<file path="src/hw/rtl/lbpg_pkg.sv">
package lbpg_pkg;

    localparam int MAX_FLASHES = 15;
    localparam int FLASH_W     = $clog2(MAX_FLASHES + 1);
    localparam int OFF_W       = 32 + FLASH_W + 1;
    localparam int SPAN_W      = OFF_W + 1;

    localparam logic [31:0] SLOW_HALF_RST = 32'd1200000;
    localparam logic [31:0] FAST_HALF_RST = 32'd60000;
    localparam logic [31:0] STEP_RST      = 32'd120000;
    localparam logic [31:0] GAP_RST       = 32'd1500000;
    localparam logic [31:0] OFF_REFRESH   = 32'hFFFF_FFFF;

    typedef enum logic [1:0] {
        ACT_NONE   = 2'd0,
        ACT_ON     = 2'd1,
        ACT_OFF    = 2'd2,
        ACT_TOGGLE = 2'd3
    } lbpg_act_t;

    typedef enum logic [1:0] {
        REG_SLOW_HALF = 2'd0,
        REG_FAST_HALF = 2'd1,
        REG_FLASH_STEP = 2'd2,
        REG_FLASH_GAP = 2'd3
    } lbpg_reg_idx_t;

    typedef struct packed {
        logic [31:0] slow_half_period;
        logic [31:0] fast_half_period;
        logic [31:0] flash_step_time;
        logic [31:0] flash_gap_time;
    } lbpg_cfg_t;

    typedef struct packed {
        logic [31:0]       on_t;
        logic [SPAN_W-1:0] off_t;
        logic [SPAN_W-1:0] per_t;
    } lbpg_span_t;

endpackage

</file>
<file path="src/hw/rtl/lbpg_span.sv">
module lbpg_span
    import lbpg_pkg::*;
(
    input  logic signed [4:0] mode,
    input  lbpg_cfg_t         cfg,
    output lbpg_span_t        span
);

    logic [FLASH_W-1:0] n_cnt;
    logic [OFF_W-1:0]   flash_off;
    logic [31:0]        half;

    always_comb begin
        if (32'(mode[3:0]) > 32'(MAX_FLASHES)) begin
            n_cnt = FLASH_W'(MAX_FLASHES);
        end else begin
            n_cnt = FLASH_W'(mode[3:0]);
        end
        flash_off = cfg.flash_step_time * {n_cnt, 1'b0};
        half      = mode[0] ? cfg.slow_half_period : cfg.fast_half_period;
    end

    always_comb begin
        priority if (mode < -5'sd1) begin
            span.on_t  = '0;
            span.off_t = '0;
            span.per_t = SPAN_W'(OFF_REFRESH);
        end else if (mode < 5'sd0) begin
            span.on_t  = '0;
            span.off_t = '0;
            span.per_t = '0;
        end else if (mode < 5'sd2) begin
            span.on_t  = half;
            span.off_t = SPAN_W'(half);
            span.per_t = SPAN_W'({half, 1'b0});
        end else begin
            span.on_t  = cfg.flash_step_time;
            span.off_t = SPAN_W'(flash_off);
            span.per_t = SPAN_W'(flash_off) + SPAN_W'(cfg.flash_gap_time);
        end
    end

endmodule

</file>
<file path="src/hw/rtl/led_blink_pattern_generator.sv">
// LED blink pattern generator. Each input beat is one tick carrying the current time in
// microseconds and the requested mode (-2 and below off, -1 steady on, 0 fast blink,
// 1 slow blink, n >= 2 n flashes then a pause); each tick yields exactly one output beat
// with the LED command (none, on, off, toggle). A change of mode restarts the period at the
// tick's time. Throughput is one tick per clock while m_tready keeps the output moving: the
// mode's on, off and period spans are worked out as the beat enters the input register, and
// the 64-bit time compares and the state update happen between that register and the output
// register. Timing registers may be written only while no tick is in flight.
module led_blink_pattern_generator
    import lbpg_pkg::*;
(
    input  logic        aclk,
    input  logic        aresetn,
    input  logic        s_tvalid,
    output logic        s_tready,
    input  logic [71:0] s_tdata,   // [63:0] now_us, [68:64] mode, rest zero
    output logic        m_tvalid,
    input  logic        m_tready,
    output logic [7:0]  m_tdata,   // [1:0] led_action, rest zero
    input  logic        cfg_valid,
    output logic        cfg_ready,
    input  logic [1:0]  cfg_index,
    input  logic [31:0] cfg_data
);

    lbpg_cfg_t cfg_reg, cfg_next;

    logic              st_valid_reg;
    logic [63:0]       st_now_reg;
    logic signed [4:0] st_mode_reg;
    lbpg_span_t        st_span_reg;
    lbpg_span_t        in_span;

    logic signed [4:0] cur_mode_reg, cur_mode_next;
    logic [63:0]       period_start_reg, period_start_next;
    logic [63:0]       last_toggle_reg, last_toggle_next;

    logic              m_valid_reg;
    lbpg_act_t         act_reg, act_next;

    logic              out_adv;
    logic              in_acc;
    logic [63:0]       base_p;
    logic [63:0]       base_t;

    function automatic logic past(input logic [63:0] now, input logic [63:0] base,
                                  input logic [SPAN_W-1:0] span);
        logic [63:0] diff;
        diff = now - base;
        return (now > base) && (diff > 64'(span));
    endfunction

    assign cfg_ready = 1'b1;
    assign out_adv   = !m_valid_reg || m_tready;
    assign s_tready  = !st_valid_reg || out_adv;
    assign in_acc    = s_tvalid && s_tready;
    assign m_tvalid  = m_valid_reg;
    assign m_tdata   = {6'b0, act_reg};

    lbpg_span u_span (
        .mode (s_tdata[68:64]),
        .cfg  (cfg_reg),
        .span (in_span)
    );

    always_comb begin
        cfg_next = cfg_reg;
        if (cfg_valid) begin
            unique case (lbpg_reg_idx_t'(cfg_index))
                REG_SLOW_HALF:  cfg_next.slow_half_period = cfg_data;
                REG_FAST_HALF:  cfg_next.fast_half_period = cfg_data;
                REG_FLASH_STEP: cfg_next.flash_step_time  = cfg_data;
                REG_FLASH_GAP:  cfg_next.flash_gap_time   = cfg_data;
            endcase
        end
    end

    always_comb begin
        cur_mode_next = st_mode_reg;
        base_p        = (st_mode_reg != cur_mode_reg) ? st_now_reg : period_start_reg;
        base_t        = (st_mode_reg != cur_mode_reg) ? st_now_reg : last_toggle_reg;
        period_start_next = base_p;
        last_toggle_next  = base_t;
        act_next          = ACT_NONE;
        priority if (past(st_now_reg, base_p, st_span_reg.per_t)) begin
            act_next          = ACT_ON;
            period_start_next = st_now_reg;
            last_toggle_next  = st_now_reg;
        end else if (past(st_now_reg, base_p, st_span_reg.off_t)) begin
            act_next = ACT_OFF;
        end else if (past(st_now_reg, base_t, SPAN_W'(st_span_reg.on_t))) begin
            act_next         = ACT_TOGGLE;
            last_toggle_next = st_now_reg;
        end else begin
            act_next = ACT_NONE;
        end
    end

    always_ff @(posedge aclk) begin
        if (!aresetn) begin
            cfg_reg.slow_half_period <= SLOW_HALF_RST;
            cfg_reg.fast_half_period <= FAST_HALF_RST;
            cfg_reg.flash_step_time  <= STEP_RST;
            cfg_reg.flash_gap_time   <= GAP_RST;
            st_valid_reg     <= 1'b0;
            m_valid_reg      <= 1'b0;
            cur_mode_reg     <= '0;
            period_start_reg <= '0;
            last_toggle_reg  <= '0;
        end else begin
            cfg_reg <= cfg_next;
            if (s_tready) begin
                st_valid_reg <= s_tvalid;
            end
            if (out_adv) begin
                m_valid_reg <= st_valid_reg;
            end
            if (out_adv && st_valid_reg) begin
                cur_mode_reg     <= cur_mode_next;
                period_start_reg <= period_start_next;
                last_toggle_reg  <= last_toggle_next;
            end
        end
    end

    always_ff @(posedge aclk) begin
        if (in_acc) begin
            st_now_reg  <= s_tdata[63:0];
            st_mode_reg <= s_tdata[68:64];
            st_span_reg <= in_span;
        end
        if (out_adv && st_valid_reg) begin
            act_reg <= act_next;
        end
    end

endmodule

</file>
<file path="config.mk">
export PLATFORM = sky130hd
export DESIGN_NAME = led_blink_pattern_generator
export DESIGN_NICKNAME = d
export VERILOG_FILES = /design/src/hw/rtl/lbpg_pkg.sv /design/src/hw/rtl/lbpg_span.sv /design/src/hw/rtl/led_blink_pattern_generator.sv
export SDC_FILE = /design/constraint.sdc
export NUM_CORES = 2
export LEC_CHECK = 0
export ABC_CLOCK_PERIOD_IN_PS = 9600
export BUFFER_PORTS_ARGS = -buffer_cell sky130_fd_sc_hd__buf_2
export CAP_MARGIN = 20
export CELL_PAD_IN_SITES_DETAIL_PLACEMENT = 0
export CELL_PAD_IN_SITES_GLOBAL_PLACEMENT = 1
export CORE_MARGIN = 3
export CORE_UTILIZATION = 25
export CTS_BUF_LIST = sky130_fd_sc_hd__clkbuf_2
export DETAILED_ROUTE_END_ITERATION = 8
export GPL_TIMING_DRIVEN = 0
export PLACE_DENSITY_LB_ADDON = 0.1
export SLEW_MARGIN = 20
export SYNTH_ARGS = -nofsm -noshare
export SYNTH_HDL_FRONTEND = slang
export SYNTH_SLANG_ARGS = --single-unit
</file>
<file path="constraint.sdc">
create_clock -name aclk -period 9.6 [get_ports aclk]
set_clock_uncertainty 0.05 [all_clocks]
set_input_delay 1.92 -clock aclk [delete_from_list [all_inputs] [get_ports aclk]]
set_output_delay 1.92 -clock aclk [all_outputs]
set_load 0.005 [all_outputs]
</file>
==> impl_summary.txt <==
----------------------------------------------------
[Clocking]
  Buffer type at the clock tree root ... clkbuf_2
  # H-tree levels ... 4
  Worst-path clk slew ... 100 ps
  Latest clock arrival within the worst-skew pair ... 1480 ps
  Clock Path Buffers ... 3
  Count of clock tree sinks ... 441
  TritonCTS Buffers ... 140
  Hold-fix buffer count after cts ... 0
  CTS tree ... yes

[Yosys]
  Average instance area after synthesis ... 8.39 um^2
  Post-synthesis cell area ... 34700 um^2
  Number of instances in the synthesized netlist ... 4135
  Flop and latch count out of synthesis ... 441
  Synth top area cells ... edfxtp_1 (15%), dfxtp_1 (15%), ha_1 (11%), mux2i_1 (7.7%), nand2_1 (7.4%)
  Count of flip-flops with a built-in enable after synthesis ... 178
  Share of synthesized flip-flops with an asynchronous set or reset ... 0%
  Synth cell types ... 86
  Flip-flop cell with the highest count after synthesis ... dfxtp_1
  Largest area contributor in the synthesized netlist ... edfxtp_1
  Sequential fraction of the synthesis area ... 30.6%
  Yosys warns ... 0
  Portion of synthesized cell area occupied by the leading cell type ... 15.4%

[Worst setup path]
  Top fanout value on the critical path ... 10
  Type of the worst setup path ... primary input to flop
  Crit start category ... primary input
  Data required time of the worst path ... 10800 ps
  Launching element of the worst setup path ... s_tdata[67]
  Launch point of the worst reg-to-reg path ... cur_mode_next[0]$_DFFE_PP_
  CP endpoint kind ... flop
  Critical Path AT ... 10430 ps

[Pwr]
  Pleak ... 17.6 nW
  Worst VDD drop ... 0.0834 mV
  Pwr Density ... 154 nW/um^2

[Place]
  Placed Cells incl. Taps ... 6052
  Post-place instance area ... 37700 um^2
  Detailed-placement wirelength estimate ... 114000 um
  IO Port Bufs ... 110
  Last weighted congestion value of the routability-driven placer ... 0.855

[Outcome]
  Result of the run ... completed

[Timing]
  RSZ-0062 raised after global routing ... false
  Final setup violating endpoints ... 0
  Max transition margin ... 24.1%
  Slew at the pin with the worst max-slew slack ... 1140 ps
  Minimum clock period after layout ... 9240 ps
  Max frequency ... 108 MHz
  Max Slew Vio Count ... 0
  Worst hold slack after final layout ... 414 ps
  Aggregate negative setup slack ... 0 ps
  Period utilization ... 96.2%
  Final Hold Vio Count ... 0

[Cells and area]
  Number of non-filler instances in the completed layout ... 6311
  Layout Nets ... 4881
  Share of layout cells above drive strength 1 ... 10.5%
  Final instance area ... 39300 um^2
  Area growth from synthesis to final layout ... 13.2%
  Most common library cell in the layout ignoring fill and taps ... nand2_1
  Top library cells by usage in the layout, fill and taps aside ... nand2_1 (680), ha_1 (305), nor2_1 (298), a21oi_1 (271), mux2i_1 (268)
  Largest register FFs ... 128
  Fin util ... 28.5%

[Hold path]
  Start point of the worst hold path ... last_toggle_reg[60]$_SDFFE_PN0P_
  Path class of the lowest-slack min-delay path ... flop to flop

[Floorplan]
  Die outline area ... 143000 um^2
  Floorplan core area ... 138000 um^2
  Count of boundary I/O pins ... 122
  Number of rows in the core area ... 136
  Die Wd ... 379 um
  Die Y ... 379 um
  Starting density of the core ... 25.2%

[Routing]
  Antenna Violating Nets Remaining ... 0
  Total number of vias ... 30.1k
  DRC violation count after routing ... 0
  Drt wl/cell ... 21.8 um
  1st-pass router iterations ... 5
  Final wirelength ... 137000 um
  Ratio of routed vias to standard cells ... 4.76
  Iteration-0 DRC Markers ... 1476

[GRT]
  Overall track demand over capacity in global routing ... 19.1%
  Number of antenna violations at the first check in global routing ... 11
  Vias in the first global route ... 31.1k
  Largest net degree at the start of global routing ... 49
  Global-route wire length before repair ... 203000 um
  Final global-route overflow total ... 0

[Flow run]
  Maximum Capacitance Violations ... 0

----------------------------------------------------
kinds of logic after synthesis:
| group | Yosys count | synth area share [%] |
|---|---|---|
| AND/OR/NAND/NOR | 1483 | 19.4 |
| AO/OA/AOI/OAI | 945 | 17.4 |
| flip-flops | 441 | 30.6 |
| buffers and inverters | 438 | 5.22 |
| adder cells (fa/ha/maj) | 368 | 14.6 |
| multiplexers | 301 | 8.80 |
| XOR/XNOR | 157 | 3.96 |
| other | 2 | 0.0216 |
Yosys cell counts, drive strengths merged (35+ instances only):
| master | instances |
|---|---|
| a21boi | 107 |
| a21o | 99 |
| a21oi | 273 |
| a31oi | 35 |
| and2 | 55 |
| buf | 40 |
| clkbuf | 168 |
| dfxtp | 263 |
| edfxtp | 178 |
| fa | 63 |
| ha | 305 |
| inv | 230 |
| mux2i | 268 |
| nand2 | 680 |
| nand2b | 37 |
| nand3 | 89 |
| nand4 | 77 |
| nor2 | 298 |
| nor2b | 103 |
| nor3 | 43 |
| o21a | 40 |
| o21ai | 208 |
| o21bai | 37 |
| xnor2 | 100 |
| xor2 | 57 |
through the flow:
stage / power (mW) / setup slack (ps)
final: 6.04 / 362
after floorplan: 3.68 / 1480
after global routing: 6.52 / 73.5
after global placement: 4.41 / -1630
after detailed placement: 4.39 / -1510
after CTS: 6.17 / 42.3
final timing paths:
check	endpoint	slack, ps	depth (start not counted)
hold / removal	last_toggle_reg[60]$_SDFFE_PN0P_	410	2
setup reg to reg	last_toggle_reg[17]$_SDFFE_PN0P_	680	33
setup / recovery	st_span_reg[30]$_SDFFCE_PP1P_	360	28
hold reg to reg	last_toggle_reg[60]$_SDFFE_PN0P_	410	2
metal layers:
| layer | global-route usage [%] | wire, um | share of wire (%) | vias up |
|---|---|---|---|---|
| met4 | 5.06 | 3120 | 2.3 | 2 |
| met3 | 2.87 | 4590 | 3.3 | 170 |
| li1 | - | - | - | 15200 |
| met5 | 0 | 14 | 0.010 | - |
| met1 | 25.4 | 65500 | 48 | 14200 |
| met2 | 32.1 | 64100 | 47 | 480 |
power breakdown:
group	internal, mW	leakage (nW)	switching (mW)	total (mW)
Combinational	0.827	12.6	1.34	2.17
Clock	0.737	1.03	0.955	1.69
Sequential	2.08	3.91	0.104	2.18
Total	3.64	17.6	2.40	6.04
critical path: stages:
cell and delay (ps):
buf_2 230, clkbuf_1 510, clkbuf_1 730, nand2_1 190, fa_1 570, inv_1 50, fa_1 490, ha_1 350
nor2b_1 140, o21ai_0 320, a21boi_0 250, o41a_1 430, a21oi_1 410, o21ai_0 390, or2_2 380, a21oi_1 170
xnor2_1 120, ha_1 360, nand4_1 250, a2111oi_0 750, nor2_1 200, a21oi_1 200, a21oi_1 140, o21bai_1 150
a21oi_1 90, xnor2_1 140, mux2_2 280, a21o_1 180
what timing repair did:
| item | in CTS | in global routing |
|---|---|---|
| pin swaps | 0 | 2 |
| setup endpoints to repair | 130 | 66 |
| setup buffers | 0 | 4 |
| resized for setup | 17 | 10 |
final cells by class:
class                      count  area (um^2)
antenna                       10         25.0
buffer                       206          998
clock buffer                 203         1020
clock inverter                44          365
fill                       15200        98400
inverter                     230          863
multi-input combinational   3261        22400
sequential                   441        10600
tap                         1794         2240
timing repair buffer         122          761
Power figures use the tool's default switching activity.
